### src/rtl/nmea_rmc_sentence_parser_macros.svh
// ----------------------------------------------------------------------------
// nmea rmc parser assertion macros
// shared concurrent assertion forms, clocked on clk and disabled in reset
// ----------------------------------------------------------------------------
`ifndef NMEA_RMC_SENTENCE_PARSER_MACROS_SVH
`define NMEA_RMC_SENTENCE_PARSER_MACROS_SVH

// antecedent implies consequent in the same cycle
`define NMEA_RMC_ASSERT_SAME(lbl, ant, con, msg) \
  lbl: assert property (@(posedge clk) disable iff (!rst_n) (ant) |-> (con)) \
    else $error(msg);

// antecedent implies consequent in the next cycle
`define NMEA_RMC_ASSERT_NEXT(lbl, ant, con, msg) \
  lbl: assert property (@(posedge clk) disable iff (!rst_n) (ant) |=> (con)) \
    else $error(msg);

`endif

### src/rtl/nmea_rmc_pkg.sv
// ----------------------------------------------------------------------------
// nmea rmc parser package
// character codes, result layout and small decode helpers
// ----------------------------------------------------------------------------
`default_nettype none

package nmea_rmc_pkg;

  localparam logic [7:0] CHR_DOLLAR = 8'h24;
  localparam logic [7:0] CHR_STAR   = 8'h2A;
  localparam logic [7:0] CHR_COMMA  = 8'h2C;
  localparam logic [7:0] CHR_NL     = 8'h0A;
  localparam logic [7:0] CHR_FIX_OK = 8'h41;

  localparam logic [2:0] PREFIX_LEN = 3'd7;

  localparam logic [3:0] FIELD_TIME   = 4'd1;
  localparam logic [3:0] FIELD_STATUS = 4'd2;
  localparam logic [3:0] FIELD_DATE   = 4'd9;
  localparam logic [3:0] FIELD_LAST   = 4'd15;

  localparam logic [7:0] TIME_DIGITS = 8'd6;
  localparam logic [7:0] CHAR_SAT    = 8'd255;

  typedef enum logic [2:0] {
    RC_NOT_RMC   = 3'd0,
    RC_CKS_ERR   = 3'd1,
    RC_PARSE_ERR = 3'd2,
    RC_NO_FIX    = 3'd3,
    RC_VALID_FIX = 3'd4
  } result_code_t;

  // checksum tracker status toward the sentence decoder
  typedef struct packed {
    logic star_seen;
    logic match;
  } cks_status_t;

  // packed result, last field in the lowest bits
  typedef struct packed {
    logic [2:0]   pad;
    logic [15:0]  parse_error_count;
    logic [15:0]  checksum_error_count;
    logic [6:0]   year_two_digit;
    logic [6:0]   month_num;
    logic [6:0]   day_of_month;
    logic [6:0]   seconds;
    logic [6:0]   minutes;
    logic [6:0]   hours;
    result_code_t result_code;
  } result_t;

  // expected character at each position of "$GPRMC,"
  function automatic logic [7:0] rmc_head_char(input logic [2:0] pos);
    logic [7:0] c;
    case (pos)
      3'd0:    c = CHR_DOLLAR;
      3'd1:    c = 8'h47;
      3'd2:    c = 8'h50;
      3'd3:    c = 8'h52;
      3'd4:    c = 8'h4D;
      3'd5:    c = 8'h43;
      3'd6:    c = CHR_COMMA;
      default: c = 8'h00;
    endcase
    return c;
  endfunction

  function automatic logic is_digit(input logic [7:0] c);
    return (c >= 8'h30) && (c <= 8'h39);
  endfunction

  // {ok, value} for an uppercase hex digit
  function automatic logic [4:0] hex_nibble(input logic [7:0] c);
    logic [4:0] r;
    if (is_digit(c)) begin
      r = {1'b1, c[3:0]};
    end else if ((c >= 8'h41) && (c <= 8'h46)) begin
      r = {1'b1, c[3:0] + 4'd9};
    end else begin
      r = 5'b0;
    end
    return r;
  endfunction

  // two bcd digits to binary
  function automatic logic [6:0] bcd_pair_to_bin(input logic [7:0] bcd);
    logic [6:0] tens;
    logic [6:0] ones;
    tens = {3'b000, bcd[7:4]};
    ones = {3'b000, bcd[3:0]};
    return (tens << 3) + (tens << 1) + ones;
  endfunction

endpackage

`default_nettype wire

### src/rtl/nmea_rmc_cks.sv
// ----------------------------------------------------------------------------
// nmea rmc checksum tracker
// xor of the bytes between '$' and '*' against the two hex digits after '*'
// ----------------------------------------------------------------------------
`default_nettype none

module nmea_rmc_cks (
  input  wire logic                      clk,
  input  wire logic                      rst_n,
  input  wire logic [7:0]                byte_i,
  input  wire logic                      clear_i,
  input  wire logic                      update_i,
  output nmea_rmc_pkg::cks_status_t      status_o
);

  logic [7:0] xor_r, xor_nxt;
  logic       star_r, star_nxt;
  logic [1:0] hex_cnt_r, hex_cnt_nxt;
  logic [7:0] rcv_r, rcv_nxt;
  logic       bad_r, bad_nxt;
  logic [4:0] hex;

  assign hex = nmea_rmc_pkg::hex_nibble(byte_i);

  always_comb begin
    xor_nxt     = xor_r;
    star_nxt    = star_r;
    hex_cnt_nxt = hex_cnt_r;
    rcv_nxt     = rcv_r;
    bad_nxt     = bad_r;
    if (clear_i) begin
      xor_nxt     = 8'h00;
      star_nxt    = 1'b0;
      hex_cnt_nxt = 2'd0;
      rcv_nxt     = 8'h00;
      bad_nxt     = 1'b0;
    end else if (update_i) begin
      if (!star_r) begin
        if (byte_i == nmea_rmc_pkg::CHR_STAR) begin
          star_nxt = 1'b1;
        end else begin
          xor_nxt = xor_r ^ byte_i;
        end
      end else if (hex_cnt_r != 2'd2) begin
        if (!hex[4]) begin
          bad_nxt = 1'b1;
        end else begin
          rcv_nxt = {rcv_r[3:0], hex[3:0]};
        end
        hex_cnt_nxt = hex_cnt_r + 2'd1;
      end
    end
  end

  always_ff @(posedge clk) begin
    if (!rst_n) begin
      xor_r     <= 8'h00;
      star_r    <= 1'b0;
      hex_cnt_r <= 2'd0;
      rcv_r     <= 8'h00;
      bad_r     <= 1'b0;
    end else begin
      xor_r     <= xor_nxt;
      star_r    <= star_nxt;
      hex_cnt_r <= hex_cnt_nxt;
      rcv_r     <= rcv_nxt;
      bad_r     <= bad_nxt;
    end
  end

  // {star_seen, match}
  assign status_o = {star_r, (hex_cnt_r == 2'd2) && !bad_r && (rcv_r == xor_r)};

endmodule

`default_nettype wire

### src/rtl/nmea_rmc_sentence_parser.sv
// ----------------------------------------------------------------------------
// nmea rmc sentence parser
// decodes time, fix status and date from $GPRMC sentences; unless stalled, one byte a cycle
// ----------------------------------------------------------------------------
// usage
//   in_*  : one received ascii byte per request in in_tdata
//   out_* : one result request per newline byte, none for other bytes
//   a sentence opens at the latest '$' and closes at a newline; only
//   "$GPRMC," sentences are decoded, others report code 0 (not rmc)
//   throughput: one byte per cycle while in_tready is high; the parser state
//   is updated in the cycle a byte is taken, so bytes may follow back to back
//   latency: the result of a newline is in the output register and shown
//   on out_tvalid the cycle after the newline is taken
//   stall: a result holds in the output register until taken; while it
//   waits with out_tready low, in_tready is low too, otherwise a new byte
//   is taken in the same cycle the old result leaves
//   reset (rst_n low, synchronous): no sentence open, counters at zero,
//   output register empty
//   MAX_SENTENCE_LEN: a sentence of that many bytes or more from '$' to
//   the newline is a parse error
// ----------------------------------------------------------------------------
`default_nettype none

`include "nmea_rmc_sentence_parser_macros.svh"

module nmea_rmc_sentence_parser #(
  parameter int MAX_SENTENCE_LEN = 128
) (
  input  wire logic        clk,
  input  wire logic        rst_n,
  input  wire logic        in_tvalid,
  output logic             in_tready,
  input  wire logic [7:0]  in_tdata,   // byte_in[7:0]
  output logic             out_tvalid,
  input  wire logic        out_tready,
  // result_code[2:0], hours[9:3], minutes[16:10], seconds[23:17],
  // day_of_month[30:24], month_num[37:31], year_two_digit[44:38],
  // checksum_error_count[60:45], parse_error_count[76:61], zero[79:77]
  output logic [79:0]      out_tdata
);

  localparam int LEN_W = $clog2(MAX_SENTENCE_LEN + 1);
  localparam logic [LEN_W-1:0] LEN_MAX = LEN_W'(MAX_SENTENCE_LEN);

  // handshake
  logic in_acc;
  logic out_valid_r;
  nmea_rmc_pkg::result_t out_data_r, result_nxt;

  assign in_tready  = !out_valid_r || out_tready;
  assign in_acc     = in_tvalid && in_tready;
  assign out_tvalid = out_valid_r;
  assign out_tdata  = out_data_r;

  // byte classes
  logic is_dollar, is_nl, is_comma, sent_open, upd;
  assign is_dollar = (in_tdata == nmea_rmc_pkg::CHR_DOLLAR);
  assign is_nl     = (in_tdata == nmea_rmc_pkg::CHR_NL);
  assign is_comma  = (in_tdata == nmea_rmc_pkg::CHR_COMMA);

  // sentence state
  logic [2:0]       prefix_pos_r, prefix_pos_nxt;
  logic             matched_r, matched_nxt;
  logic [LEN_W-1:0] len_r, len_nxt;
  logic [3:0]       field_r, field_nxt;
  logic [7:0]       fchars_r, fchars_nxt;
  logic [23:0]      time_bcd_r, time_bcd_nxt;   // six bcd digits
  logic             stopped_r, stopped_nxt;
  logic             time_ok_r, time_ok_nxt;
  logic [7:0]       status_r, status_nxt;
  logic [23:0]      date_bcd_r, date_bcd_nxt;
  logic             date_ok_r, date_ok_nxt;
  logic [15:0]      cks_cnt_r, cks_cnt_nxt;
  logic [15:0]      parse_cnt_r, parse_cnt_nxt;

  assign sent_open = (len_r != '0);
  assign upd       = in_acc && sent_open && !is_dollar && !is_nl;

  // checksum side
  nmea_rmc_pkg::cks_status_t cks_status;

  nmea_rmc_cks u_cks (
    .clk      (clk),
    .rst_n    (rst_n),
    .byte_i   (in_tdata),
    .clear_i  (in_acc && (is_dollar || is_nl)),
    .update_i (upd),
    .status_o (cks_status)
  );

  // parser next state
  always_comb begin
    prefix_pos_nxt = prefix_pos_r;
    matched_nxt    = matched_r;
    len_nxt        = len_r;
    field_nxt      = field_r;
    fchars_nxt     = fchars_r;
    time_bcd_nxt   = time_bcd_r;
    stopped_nxt    = stopped_r;
    time_ok_nxt    = time_ok_r;
    status_nxt     = status_r;
    date_bcd_nxt   = date_bcd_r;
    date_ok_nxt    = date_ok_r;
    if (in_acc && (is_dollar || is_nl)) begin
      // a new '$' drops the open sentence, a newline closes it
      prefix_pos_nxt = is_dollar ? 3'd1 : 3'd0;
      matched_nxt    = 1'b0;
      len_nxt        = is_dollar ? LEN_W'(1) : '0;
      field_nxt      = 4'd0;
      fchars_nxt     = 8'd0;
      time_bcd_nxt   = 24'd0;
      stopped_nxt    = 1'b0;
      time_ok_nxt    = 1'b0;
      status_nxt     = 8'd0;
      date_bcd_nxt   = 24'd0;
      date_ok_nxt    = 1'b0;
    end else if (upd) begin
      if (len_r != LEN_MAX) begin
        len_nxt = len_r + LEN_W'(1);
      end
      if (!matched_r) begin
        // prefix compare, a miss leaves position zero for the sentence
        if ((prefix_pos_r != 3'd0) && (prefix_pos_r != nmea_rmc_pkg::PREFIX_LEN)) begin
          if (in_tdata == nmea_rmc_pkg::rmc_head_char(prefix_pos_r)) begin
            prefix_pos_nxt = prefix_pos_r + 3'd1;
            if (prefix_pos_nxt == nmea_rmc_pkg::PREFIX_LEN) begin
              matched_nxt = 1'b1;
              field_nxt   = nmea_rmc_pkg::FIELD_TIME;
              fchars_nxt  = 8'd0;
            end
          end else begin
            prefix_pos_nxt = 3'd0;
          end
        end
      end else begin
        // status is the first byte of field 2, even if it is a comma
        if ((field_r == nmea_rmc_pkg::FIELD_STATUS) && (fchars_r == 8'd0)) begin
          status_nxt = in_tdata;
        end
        if (is_comma) begin
          if (field_r == nmea_rmc_pkg::FIELD_TIME) begin
            time_ok_nxt = (fchars_r >= nmea_rmc_pkg::TIME_DIGITS);
          end
          if (field_r == nmea_rmc_pkg::FIELD_DATE) begin
            date_ok_nxt = (fchars_r == nmea_rmc_pkg::TIME_DIGITS);
          end
          if (field_r != nmea_rmc_pkg::FIELD_LAST) begin
            field_nxt = field_r + 4'd1;
          end
          fchars_nxt  = 8'd0;
          stopped_nxt = 1'b0;
        end else begin
          // leading digit run of time or date, kept as bcd
          if (((field_r == nmea_rmc_pkg::FIELD_TIME) ||
               (field_r == nmea_rmc_pkg::FIELD_DATE)) &&
              !stopped_r && (fchars_r < nmea_rmc_pkg::TIME_DIGITS)) begin
            if (nmea_rmc_pkg::is_digit(in_tdata)) begin
              if (field_r == nmea_rmc_pkg::FIELD_TIME) begin
                time_bcd_nxt = {time_bcd_r[19:0], in_tdata[3:0]};
              end else begin
                date_bcd_nxt = {date_bcd_r[19:0], in_tdata[3:0]};
              end
            end else begin
              stopped_nxt = 1'b1;
            end
          end
          if (fchars_r != nmea_rmc_pkg::CHAR_SAT) begin
            fchars_nxt = fchars_r + 8'd1;
          end
        end
      end
    end
  end

  // result decode from the state before the newline
  nmea_rmc_pkg::result_code_t code;
  logic show_time, show_date;

  always_comb begin
    show_time = 1'b0;
    show_date = 1'b0;
    if (!matched_r) begin
      code = nmea_rmc_pkg::RC_NOT_RMC;
    end else if ((len_r >= LEN_MAX) || !cks_status.star_seen) begin
      code = nmea_rmc_pkg::RC_PARSE_ERR;
    end else if (!cks_status.match) begin
      code = nmea_rmc_pkg::RC_CKS_ERR;
    end else if (!time_ok_r) begin
      code = nmea_rmc_pkg::RC_PARSE_ERR;
    end else if (status_r != nmea_rmc_pkg::CHR_FIX_OK) begin
      code      = nmea_rmc_pkg::RC_NO_FIX;
      show_time = 1'b1;
    end else if (!date_ok_r) begin
      code = nmea_rmc_pkg::RC_PARSE_ERR;
    end else begin
      code      = nmea_rmc_pkg::RC_VALID_FIX;
      show_time = 1'b1;
      show_date = 1'b1;
    end
  end

  logic close;
  assign close = in_acc && is_nl;

  // wrapping error counters
  always_comb begin
    cks_cnt_nxt   = cks_cnt_r;
    parse_cnt_nxt = parse_cnt_r;
    if (close && (code == nmea_rmc_pkg::RC_CKS_ERR)) begin
      cks_cnt_nxt = cks_cnt_r + 16'd1;
    end
    if (close && (code == nmea_rmc_pkg::RC_PARSE_ERR)) begin
      parse_cnt_nxt = parse_cnt_r + 16'd1;
    end
  end

  always_comb begin
    result_nxt                      = '0;
    result_nxt.result_code          = code;
    if (show_time) begin
      result_nxt.hours   = nmea_rmc_pkg::bcd_pair_to_bin(time_bcd_r[23:16]);
      result_nxt.minutes = nmea_rmc_pkg::bcd_pair_to_bin(time_bcd_r[15:8]);
      result_nxt.seconds = nmea_rmc_pkg::bcd_pair_to_bin(time_bcd_r[7:0]);
    end
    if (show_date) begin
      result_nxt.day_of_month   = nmea_rmc_pkg::bcd_pair_to_bin(date_bcd_r[23:16]);
      result_nxt.month_num      = nmea_rmc_pkg::bcd_pair_to_bin(date_bcd_r[15:8]);
      result_nxt.year_two_digit = nmea_rmc_pkg::bcd_pair_to_bin(date_bcd_r[7:0]);
    end
    result_nxt.checksum_error_count = cks_cnt_nxt;
    result_nxt.parse_error_count    = parse_cnt_nxt;
  end

  always_ff @(posedge clk) begin
    if (!rst_n) begin
      prefix_pos_r <= 3'd0;
      matched_r    <= 1'b0;
      len_r        <= '0;
      field_r      <= 4'd0;
      fchars_r     <= 8'd0;
      time_bcd_r   <= 24'd0;
      stopped_r    <= 1'b0;
      time_ok_r    <= 1'b0;
      status_r     <= 8'd0;
      date_bcd_r   <= 24'd0;
      date_ok_r    <= 1'b0;
      cks_cnt_r    <= 16'd0;
      parse_cnt_r  <= 16'd0;
      out_valid_r  <= 1'b0;
    end else begin
      prefix_pos_r <= prefix_pos_nxt;
      matched_r    <= matched_nxt;
      len_r        <= len_nxt;
      field_r      <= field_nxt;
      fchars_r     <= fchars_nxt;
      time_bcd_r   <= time_bcd_nxt;
      stopped_r    <= stopped_nxt;
      time_ok_r    <= time_ok_nxt;
      status_r     <= status_nxt;
      date_bcd_r   <= date_bcd_nxt;
      date_ok_r    <= date_ok_nxt;
      cks_cnt_r    <= cks_cnt_nxt;
      parse_cnt_r  <= parse_cnt_nxt;
      if (close) begin
        out_valid_r <= 1'b1;
      end else if (out_tready) begin
        out_valid_r <= 1'b0;
      end
    end
  end

  // result payload, loaded only on a newline
  always_ff @(posedge clk) begin
    if (close) begin
      out_data_r <= result_nxt;
    end
  end

  // a waiting result that is not taken blocks the input
  `NMEA_RMC_ASSERT_SAME(a_stall_blocks_input, out_valid_r && !out_tready, !in_tready,
    "input taken while result stalled")

  // a decoded sentence always has an open length count
  `NMEA_RMC_ASSERT_SAME(a_matched_open, matched_r, len_r != '0,
    "prefix matched with no open sentence")

  // checksum error bumps its counter by one
  `NMEA_RMC_ASSERT_NEXT(a_cks_count, close && (code == nmea_rmc_pkg::RC_CKS_ERR),
    cks_cnt_r == $past(cks_cnt_r) + 16'd1, "checksum counter not advanced")

  // date fields stay zero without a valid fix
  `NMEA_RMC_ASSERT_SAME(a_date_only_on_fix,
    out_valid_r && (out_data_r.result_code != nmea_rmc_pkg::RC_VALID_FIX),
    (out_data_r.day_of_month == 7'd0) && (out_data_r.month_num == 7'd0) &&
    (out_data_r.year_two_digit == 7'd0), "date shown without a valid fix")

endmodule

`default_nettype wire

### config.mk
export PLATFORM = sky130hd
export DESIGN_NAME = nmea_rmc_sentence_parser
export DESIGN_NICKNAME = d
export VERILOG_FILES = /design/src/rtl/nmea_rmc_pkg.sv /design/src/rtl/nmea_rmc_cks.sv /design/src/rtl/nmea_rmc_sentence_parser.sv
export VERILOG_INCLUDE_DIRS = /design/src /design/src/rtl
export SDC_FILE = /design/constraint.sdc
export NUM_CORES = 1
export LEC_CHECK = 0
export BUFFER_PORTS_ARGS = -buffer_cell sky130_fd_sc_hd__buf_2
export CORE_MARGIN = 5
export CORE_UTILIZATION = 60
export DETAILED_ROUTE_END_ITERATION = 10
export GPL_ROUTABILITY_DRIVEN = 1
export PLACE_DENSITY = 0.8
export SYNTH_ARGS = -nofsm -noshare
export SYNTH_HDL_FRONTEND = slang
export SYNTH_SLANG_ARGS = --single-unit
### constraint.sdc
create_clock -name clk -period 3.77 [get_ports clk]
set_input_delay 0.5655 -clock clk [delete_from_list [all_inputs] [get_ports clk]]
set_output_delay 0.5655 -clock clk [all_outputs]
set_load 0.05 [all_outputs]
# == Word-level counts from Yosys, hierarchy flattened ==
# Cells that the tools add are included.
# op_classes
n_reduce_logical,53
magnitude_cmp,7
bitwise_logic,7
n_mux,59
n_eq_ne,31
n_addsub,20
# ops
cell,n
8-bit two-way mux,13
7-bit case mux with 7 select lines,1
7-bit by 4-bit adder with 7-bit output,6
7-bit by 5-bit adder with 7-bit output,6
3-bit two-way mux,11
16-bit by 1-bit adder with 16-bit output (second input constant),2
16-bit two-way mux,2
8-bit by 6-bit == test with 1-bit output (second input constant),3
1-bit two-way mux,24
4-bit two-way mux,6
4-bit AND reduction,5
6-bit AND reduction,3
8-bit by 1-bit adder with 8-bit output (second input constant),2
8-bit == test,2
1-bit logical AND,16
8-bit != test (second input constant),2
2-bit nonzero test,8
3-bit == test (second input constant),4
3-bit AND reduction,4
5-bit two-way mux,2
3-bit by 2-bit == test with 1-bit output (second input constant),3
8-bit by 3-bit == test with 1-bit output (second input constant),1
8-bit by 4-bit == test with 1-bit output (second input constant),1
8-bit by 3-bit >= comparator with 1-bit output (second input constant),1
32 further kinds,49
# totals
input_bits,12
regBits,213

# == Longest topological paths before layout ==
# Gate-level depths: netlist (run 1).
# logic_depth
word_depth,14
mapped_depth,12
ltp_nobuf,8

# == By module ==
# Synthesis (run 1) repeated with hierarchy kept, for this count alone.
# unflattened
hier_cells,1017
area_unflattened_um2,10633.9
# modules_own_cells
module,cells_per_inst,instances,seq_area_each_um2,area_each_um2
nmea_rmc_sentence_parser,881,1,4634.4,9402.8
nmea_rmc_cks,136,1,400.4,1231.2

# == Least setup slack after synthesis (run 1) ==
# Ideal clock, no wire load.
# synth_path
path_type,input -> register
from,input out_tready
to,register out_data_r (netlist bit out_tdata[0]) (enable)
stages,5
required_time_ns,3.339
t_arrival_ns,3.252
path_slack_ns,0.087
cell_sequence,nand2b_1 clkbuf_1 and2_0 nand2_1 inv_1
# synth_via
elab_chain_len,3
# synth_rtl
item,line,source
start: declaration,nmea_rmc_sentence_parser.sv:35,"input wire logic out_tready,"
1-bit logical OR,nmea_rmc_sentence_parser.sv:50,assign in_tready = !out_valid_r || out_tready;
via in_tready,nmea_rmc_sentence_parser.sv:32,"output logic in_tready,"
1-bit logical AND,nmea_rmc_sentence_parser.sv:51,assign in_acc = in_tvalid && in_tready;
1-bit logical AND,nmea_rmc_sentence_parser.sv:203,assign close = in_acc && is_nl;
via close,nmea_rmc_sentence_parser.sv:202,logic close;
end signal: assignment,nmea_rmc_sentence_parser.sv:275,out_data_r <= result_nxt;
end: declaration,nmea_rmc_sentence_parser.sv:48,"nmea_rmc_pkg::result_t out_data_r, result_nxt;"
# The timed path passes the listed nets, and every way through them passes these cells.
# A chain may end at the register's enable or synchronous reset.

# == Final worst setup path (run 1) ==
# layout_path
from,input in_tdata[0]
to,register date_bcd_r[12]
# layout_via
elab_chain_len,5
elab_cells_between_ends,15
cone_classes,order compare (2); eq/ne (3); bitwise (1); reduce/logical (9)
# layout_rtl
item,line,source
start: declaration,nmea_rmc_sentence_parser.sv:33,"input wire logic [7:0] in_tdata,"
"parallel branches: the longest is 5 deep, another holds 8-bit by 6-bit >= comparator with 1-bit output",n/a,
end signal: assignment,nmea_rmc_sentence_parser.sv:260,date_bcd_r <= date_bcd_nxt;
end: declaration,nmea_rmc_sentence_parser.sv:71,"logic [23:0] date_bcd_r, date_bcd_nxt;"
# Parallel ways; which one is timed is not known.

==> reports/metrics.cfg, run 1 <==
[route]
vias=7430
finalWirelength_um=20780
ant_nets=0
via_per_inst=5.620
route.detailed.drc=0
wl_per_cell_um=15.71
dr.pass1.iters=7
drtIter0Drc=418

[synth]
synth_top_cells_by_count=dfxtp_1 (136), nor2_1 (122), edfxtp_1 (77)
synth-seq-cells=213
ys_types=70
syn_area_per_cell_sq_um=10.71
synth_edf_count=77
yosysWarnings=0
ys.flop_type=dfxtp_1
syn-instance-count=995
synth_most_common_cell=dfxtp_1
ys_seq_area_share_pct=47.26
yosys.area.top_type=dfxtp_1
async_reset_ff_share_pct=0
syn_area_sq_um=10650
synth.top_cells.by_area=dfxtp_1 (26%), edfxtp_1 (22%), ha_1 (7.4%)
synth_top_area_share_pct=25.55

[setup_path]
r2r_setup_slack_ps=1020
reg2reg_depth=8
arrival_ps=3160
required_ps=4130
cp-end-kind=flip-flop
startpoint_type=input pin
path_class=in -> reg
worst-path-max-fanout=24
rr_startpoint=prefix_pos_r[1]
timing.rr.end=field_r[0]

[sta]
fin_crit_ps=2798
setup_viol=0
tns_ps=0
worstMarginPinSlew_ps=880.7
timing.fmax_ghz=0.3574
skew_ps=11.35
slew_viol_final=0
hold_viol_final=0
rsz0062_at_grt=no
finalCritPeriodShare_pct=74.22
maxSlewHeadroom_pct=40.51

[global_routing]
grt_pass1_wl_um=34620
grt_pass1_vias=7125
track_usage_pct=20.30
antenna_found_initial=0
grt-ovfl-total=0
grt_max_degree=55

[power_and_ir_drop]
peakVddDrop_mv=0.2909
cellPowerDensity_nw_per_um2=390.0
p_total_mw=4.672
power.leakage_nw=5.180

[floorplanning]
core_area_sq_um=17360
die_h_um=143.3
ios=94
die_w_um=143.3
start_util_pct=61.38
die_area_sq_um=20520
rows=48

[clocking]
insertion_delay_ps=500
cts_tree=built
cts_max_path_buffers=3
postCtsResizedCells=0
cts_made_buffers=23
clockRootBuffer=clkbuf_16
post-cts-setup-buffer-count=0
h-tree-depth=1
clkTransAtPathRegs_ps=60
postCtsHoldBufs=0
cts_sinks=213

[min_path]
hold_path_class=reg -> reg
hold_start=u_cks.rcv_r[6]
min_to=u_cks.rcv_r[6]
hold-path-cell-count=2

[place]
routabilityCongestion=0.7955
dp_hpwl_um=14320
port_buffers=90

[flow_run]
maxCapViolCount=0

[finish]
syn_to_final_growth_pct=12.46
final_nets=1166
drive_gt1_share_pct=15.42

[run_status]
status=completed

[cell families (layout without fill, tap and decap cells)]
family | Yosys count | count (layout) | synth area share [%]
buffers and inverters | 69 | 168 | 3.429
adder cells (fa/ha/maj) | 75 | 75 | 9.654
AO/OA/AOI/OAI | 106 | 106 | 6.894
other | 1 | 4 | 0.03520
AND/OR/NAND/NOR | 382 | 382 | 19.53
XOR/XNOR | 73 | 73 | 6.001
multiplexers | 76 | 76 | 7.199
flip-flops | 213 | 213 | 47.26
[cell usage in the layout, fill, tap and decap left out, drive strengths merged, types with 26 or more instances in the layout]
cell type	netlist	final
and2	48	48
xnor2	28	28
a21oi	37	37
buf	20	100
xor2	45	45
edfxtp	77	77
inv	26	26
dfxtp	136	136
mux2i	71	71
clkbuf	23	36
nor2	122	122
nand2	52	52
ha	63	63
nand3	39	39
[sequential cells by signal, summed over array words and instances (netlist names)]
signal,flops
out_tdata,77
date_bcd_r,24
time_bcd_r,24
cks_cnt_r,16
parse_cnt_r,16
fchars_r,8
len_r,8
status_r,8
u_cks.rcv_r,8
u_cks.xor_r,8
field_r,4
prefix_pos_r,3
u_cks.hex_cnt_r,2
date_ok_r,1
matched_r,1
out_tvalid,1
stopped_r,1
time_ok_r,1
u_cks.bad_r,1
u_cks.star_r,1
[per-layer routing]
metal  share of wire (%)  global-route usage (%)  vias up
met3                 5.1                   2.378       31
met2                  49                   34.94      161
li1                    -                       -     3672
met5                   0                       0        -
met4                 1.7                   4.955        0
met1                  44                   27.56     3566
[worst max-delay path by stage]
| stage | cells past startpoint | slack, ps | to | startpoint |
|---|---|---|---|---|
| global placement | 10 | 580 | date_bcd_r[7] | in_tdata[0] |
| CTS | 8 | 990 | field_r[0] | prefix_pos_r[1] |
| detailed placement | 10 | 510 | date_bcd_r[14] | in_tdata[0] |
| floorplan | 5 | 90 | out_tdata[0] | out_tready |
| finish | 10 | 970 | date_bcd_r[12] | in_tdata[0] |
| global route | 8 | 680 | field_r[0] | prefix_pos_r[1] |
[worst max-delay path, cell delays in order]
cell	delay [ps]
buf_2	220
inv_1	100
ha_1	240
nor3b_1	170
and2_1	280
or3_4	540
nor4b_4	290
buf_4	400
mux2i_1	270
nor2_1	70
[report_power, final]
group / leakage [nW] / internal, mW / switching (mW)
combinational: 2.95 / 0.0232 / 0.0689
clock: 0.380 / 1.33 / 0.884
sequential: 1.85 / 2.37 / 0.000618
[per-stage QoR]
stage	hold WS [ps]	instance area (sq um)	utilization, %	cells	worst slack, ps
after floorplan	443.4	10660	-	997	86.91
after global placement	449.8	11220	64.63	1279	581.8
after detailed placement	457.6	11220	64.63	1279	513.0
after CTS	465.6	11980	69.02	1321	985.4
after global routing	480.8	11980	69.02	1321	679.0
final	465.9	11980	69.03	1322	971.9
[final cells by class]
cell class	instances	area (sq um)
clock inverter	6	33.78
tap	225	281.5
clock buffer	36	728.2
fill	1326	5375
timing repair buffer	100	538.0
multi-input combinational	715	5264
inverter	26	98.84
sequential	213	5035
antenna	1	2.502
Power figures use the tool's default switching activity.
==> inputs of run 2 (changes only) <==
==> constraint.sdc (replaced) <==
create_clock -name clk -period 2.7 [get_ports clk]
set_input_delay 0.405 -clock clk [delete_from_list [all_inputs] [get_ports clk]]
set_output_delay 0.405 -clock clk [all_outputs]
set_load 0.05 [all_outputs]
==> run 2 against run 1 <==
Net effect: global-route usage is 0.81 points higher; clock power increased by 33%; wire length is 3.2% higher; hold slack got worse by 190 ps; via count increased by 1.3%; cell area up 2.3%; sequential power rose by 39%; critical endpoint is now parse_cnt_r[1]; register-to-register slack got worse by 880 ps; clock-buffer cell count down 3; largest cell class unchanged; flip-flop and latch count is the same; non-clock buffer count increased by 31; total power rose by 37%.
==> reports/metrics.cfg, run 2 (synthesis gave the netlist of run 1 again) <==
[floorplanning]
die_area_sq_um=20520  ; unchanged
start_util_pct=61.38  ; unchanged
die_h_um=143.3  ; unchanged
die_w_um=143.3  ; unchanged
rows=48  ; unchanged
ios=94  ; unchanged
core_area_sq_um=17360  ; unchanged

[finish]
drive_gt1_share_pct=18.04  ; +2.6 points
final_nets=1196  ; +2.6%
mostFrequentLayoutCell=dfxtp_1
largest_register_ffs=77  ; unchanged
fin_util_pct=70.61  ; +1.6 points
final_cell_mix=dfxtp_1 (135), nor2_1 (122), buf_2 (90)
syn_to_final_growth_pct=15.03

[place]
dp_hpwl_um=15110  ; +5.6%
routabilityCongestion=0.8619  ; +8.3%
port_buffers=90  ; unchanged

[setup_path]
worstPathCellList=nor4b_1, a41o_1, nand4_1, a211oi_1, buf_4, mux2_2, and2_1
slowest_delay_ps=460  ; -80 ps
crit_slowest_cell=nor4b_1
path_class=reg -> reg
worstPathBufferInverterCount=1  ; -2
required_ps=3100  ; -1030 ps
startpoint_type=flip-flop
worst-path-max-fanout=4  ; -83%
cp_top_family=simple AND/OR/NAND/NOR gates
cp-end-kind=flip-flop
arrival_ps=2960  ; -200 ps

[clocking]
insertion_delay_ps=510  ; about the same
cts_made_buffers=22  ; -4.3%
clkTransAtPathRegs_ps=60  ; about the same
cts_tree=built
postCtsHoldBufs=0  ; unchanged
clockRootBuffer=clkbuf_16
cts_max_path_buffers=3  ; unchanged
h-tree-depth=1  ; unchanged
cts_sinks=213  ; unchanged

[route]
drtIter0Drc=499  ; +19%
via_per_inst=5.573  ; -0.84%
vias=7529  ; +1.3%
route.detailed.drc=0  ; unchanged
ant_nets=0  ; unchanged
wl_per_cell_um=15.87  ; +1.0%
finalWirelength_um=21440  ; +3.2%
dr.pass1.iters=5  ; -2

[sta]
fin_crit_ps=2560
maxSlewHeadroom_pct=55.18  ; +15 points
rsz0062_at_grt=no
finalCritPeriodShare_pct=94.80
worstMarginPinSlew_ps=672.2  ; -208.5 ps
timing.fmax_ghz=0.3907
slew_viol_final=0  ; unchanged
setup_viol=0  ; unchanged
hold_viol_final=0  ; unchanged
skew_ps=19.49  ; +8.135 ps

[power_and_ir_drop]
power.leakage_nw=5.326  ; +2.8%
peakVddDrop_mv=0.4219  ; +45%
cellPowerDensity_nw_per_um2=522.0  ; +34%
p_total_mw=6.397  ; +37%

[global_routing]
track_usage_pct=21.10  ; +0.81 points
antenna_found_initial=1  ; +1
grt-ovfl-total=0  ; unchanged
grt_pass1_wl_um=35690  ; +3.1%
grt_max_degree=55  ; unchanged
grt_pass1_vias=7239  ; +1.6%

[flow_run]
maxCapViolCount=0  ; unchanged

[min_path]
hold_path_class=in -> reg

[run_status]
status=completed

## run 2: path summary, 6_finish.rpt
path	from	to	slack, ps	cells after the start
setup / recovery	status_r[4]	parse_cnt_r[1]	140	7
hold / removal	in_tdata[5]	status_r[5]	280	3
setup reg to reg	status_r[4]	parse_cnt_r[1]	140	7
hold reg to reg	u_cks.rcv_r[6]	u_cks.rcv_r[6]	460	2
## run 2: what timing repair did
action,in CTS,in global routing
setup endpoints to repair,0,2
buffers inserted,0,0
gates resized for setup,0,2
## run 2: report_power, final
group	internal, mW	total, mW	switching [mW]
combinational	0.0478	0.151	0.103
sequential	3.30	3.30	0.000823
clock	1.74	2.94	1.20
total	5.09	6.40	1.31
## run 2: final cells by class
class / instances / area (sq um)
Multi-Input combinational cell: 715 / 5283
Clock inverter: 7 / 60.06
Fill cell: 1274 / 5101
Inverter: 26 / 101.3
Sequential cell: 213 / 5039
Antenna cell: 1 / 2.502
Timing Repair Buffer: 131 / 845.8
Clock buffer: 33 / 643.1
Tap cell: 225 / 281.5
## run 2: tightest hold or removal path, cell delays in order
cell	delay, ps
buf_2	150
mux2i_1	90
nor2_1	90
## run 2: through the flow
stage / TNS, ps / worst slack, ps / hold slack [ps] / cell area (sq um) / std cells
floorplan: 0 / 2.866 / 443.4 / 10700 / 997
global placement: 0 / 4.382 / 452.5 / 11540 / 1310
detailed placement: -120.5 / -65.85 / 454.7 / 11540 / 1310
CTS: 0 / 110.8 / 255.8 / 12240 / 1350
global route: 0 / 10.11 / 281.2 / 12260 / 1351
finish: 0 / 140.5 / 280.6 / 12260 / 1351
## run 2: per-layer routing
layer,part of all wire (%),track usage (%),vias to the layer above
li1,-,-,3730
met1,44,28.78,3615
met2,48,35.14,149
met3,4.7,3.182,35
met4,2.4,6.244,0
met5,0,0,-
==> inputs of run 3 (changes only) <==
==> constraint.sdc (replaced) <==
create_clock -name clk -period 2.5 [get_ports clk]
set_input_delay 0.375 -clock clk [delete_from_list [all_inputs] [get_ports clk]]
set_output_delay 0.375 -clock clk [all_outputs]
set_load 0.05 [all_outputs]
==> run 3 against run 2 <==
Net effect: highest routed layer unchanged; hold slack improved by 14 ps; core utilization grew 1.7 points; clock-buffer cell count shrank 1; critical endpoint is now date_bcd_r[18]; critical path depth rose by 2; combinational power rose by 17%.
==> reports/metrics.cfg, run 3 (synthesis gave the netlist of run 1 again) <==
[run_status]
status=completed

[sta]
rsz0062_at_grt=no
slew_viol_final=0  ; unchanged
fin_crit_ps=2380  ; -179.2 ps
worst_slack_ps=119.7  ; -20.76 ps
hold_slack_ps=294.7  ; +14.14 ps
hold_viol_final=0  ; unchanged
skew_ps=10.21  ; -9.274 ps
worstMarginPinSlew_ps=654.2  ; -18.03 ps
finalCritPeriodShare_pct=95.21  ; +0.41 points
timing.fmax_ghz=0.4201  ; +7.5%
maxSlewHeadroom_pct=56.02  ; +0.84 points
setup_viol=0  ; unchanged

[flow_run]
maxCapViolCount=0  ; unchanged

[clocking]
post-cts-setup-buffer-count=0  ; unchanged
h-tree-depth=1  ; unchanged
cts_made_buffers=22  ; unchanged
cts_sinks=213  ; unchanged
cts_max_path_buffers=3  ; unchanged
clkTransAtPathRegs_ps=60  ; about the same
cts_tree=built
insertion_delay_ps=500  ; about the same
clockRootBuffer=clkbuf_16
postCtsHoldBufs=0  ; unchanged

[route]
route.detailed.drc=0  ; unchanged
vias=7787  ; +3.4%
wl_per_cell_um=16.28  ; +2.6%
finalWirelength_um=22490  ; +4.9%
ant_nets=0  ; unchanged
via_per_inst=5.639  ; +1.2%
drtIter0Drc=562  ; +13%
dr.pass1.iters=5  ; unchanged

[floorplanning]
die_w_um=143.3  ; unchanged
rows=48  ; unchanged
die_area_sq_um=20520  ; unchanged
ios=94  ; unchanged
start_util_pct=61.38  ; unchanged
core_area_sq_um=17360  ; unchanged
die_h_um=143.3  ; unchanged

[setup_path]
path_class=reg -> reg
worstPathCellList=inv_1, ha_1, nand2b_1, o311ai_4, or3_4, nor4b_4, clkbuf_16, mux2i_1, nor2_1
cp-end-kind=flip-flop
worst-path-max-fanout=12  ; +8
timing.rr.end=date_bcd_r[18]
required_ps=2880  ; -220 ps
startpoint_type=flip-flop
slowest_delay_ps=430  ; -30 ps
timing.critical_path.depth=9  ; +2
arrival_ps=2760  ; -200 ps
crit_slowest_cell=or3_4
rr_startpoint=len_r[0]
cp_top_family=simple AND/OR/NAND/NOR gates
worstPathBufferInverterCount=2  ; +1
r2r_setup_slack_ps=120  ; -20 ps
reg2reg_depth=9  ; +2

[finish]
final_nets=1226  ; +2.5%
fin_area_sq_um=12550  ; +2.4%
largest_register_ffs=77  ; unchanged
syn_to_final_growth_pct=17.80
final_cell_mix=dfxtp_1 (135), nor2_1 (122), buf_2 (90)
fillers=1233  ; -3.2%
drive_gt1_share_pct=20.45  ; +2.4 points
mostFrequentLayoutCell=dfxtp_1

[global_routing]
antenna_found_initial=1  ; unchanged
grt_max_degree=56  ; +1.8%
track_usage_pct=22.05  ; +0.94 points
grt_pass1_vias=7783  ; +7.5%
grt-ovfl-total=0  ; unchanged
grt_pass1_wl_um=37490  ; +5.0%

[min_path]
hold_start=in_tdata[6]
hold_path_class=in -> reg
hold-path-cell-count=3  ; unchanged
min_to=status_r[6]

[place]
pre_cts_ws_ps=-200.2  ; -134.4 ps
routabilityCongestion=0.8575  ; -0.51%
placed_area_sq_um=11790  ; +2.2%
port_buffers=90  ; unchanged
dp_hpwl_um=15870  ; +5.0%

[power_and_ir_drop]
cellPowerDensity_nw_per_um2=548.8  ; +5.1%
power.leakage_nw=5.466  ; +2.6%
peakVddDrop_mv=0.4454  ; +5.6%

run 3: cell types whose count changed in the layout (fill, tap and decap cells not counted), sizes merged:
cell	delta
clkinvlp	+1
buf	+29
clkinv	-1
diode	+1
run 3: routing by layer:
layer  global-route usage (%)  routed length, um  up-vias  share of wire, %
met5                        0                  0        -                 0
met4                    7.978                669        0               3.0
met3                    3.014               1089       50               4.8
met2                    38.06              11130      203                49
met1                    28.44               9599     3734                43
li1                         -                  -     3800                 -
run 3: where the power goes:
part	leakage (nW)	switching, mW	internal, mW
registers	1.85	0.000887	3.57
clock network	0.333	1.30	1.85
logic	3.28	0.118	0.0586
total	5.47	1.42	5.47
run 3: area by class of cell:
cell class	count	area [sq um]	share of cell area, %
sequential	213	5039	40.15
clock buffer	32	629.4	5.014
multi-input combinational	715	5339	42.54
antenna	2	5.005	0.03988
clock inverter	7	62.56	0.4985
timing repair buffer	161	1089	8.673
tap	225	281.5	2.243
inverter	26	106.4	0.8474
run 3: worst reg2reg max path, delay by kind of cell (launching register included):
kind                       cells  cell delay, ps
and+or+nand+nor                4            1010
DFF                            1             360
buffers and inverters          2             340
adders and majority gates      1             200
muxes                          1             200
AOI/OAI and AO/OA              1             170
run 3: timing repair:
item,CTS,global route
hold endpoints to repair,0,0
setup endpoints to repair,0,21
gates resized for setup,0,7
run 3: worst max path at each step:
stage               startpoint        endpoint  slack [ps]
5_1_grt               len_r[0]  date_bcd_r[13]          20
3_5_place_dp       in_tdata[0]  u_cks.xor_r[5]        -200
2_1_floorplan      in_tdata[0]        len_r[0]        -120
3_3_place_gp       in_tdata[0]  u_cks.xor_r[5]        -160
4_1_cts        prefix_pos_r[1]     fchars_r[4]          60
6_report              len_r[0]  date_bcd_r[18]         120
run 3: per-stage QoR:
stage	util (%)	power [mW]	TNS (ps)	std cells
floorplan	-	3.759	-115.9	997
CTS	71.92	6.952	0	1378
global placement	67.94	3.812	-2500	1339
global route	72.30	7.129	0	1380
finish	72.31	6.888	0	1381
detailed placement	67.94	3.814	-4001	1339
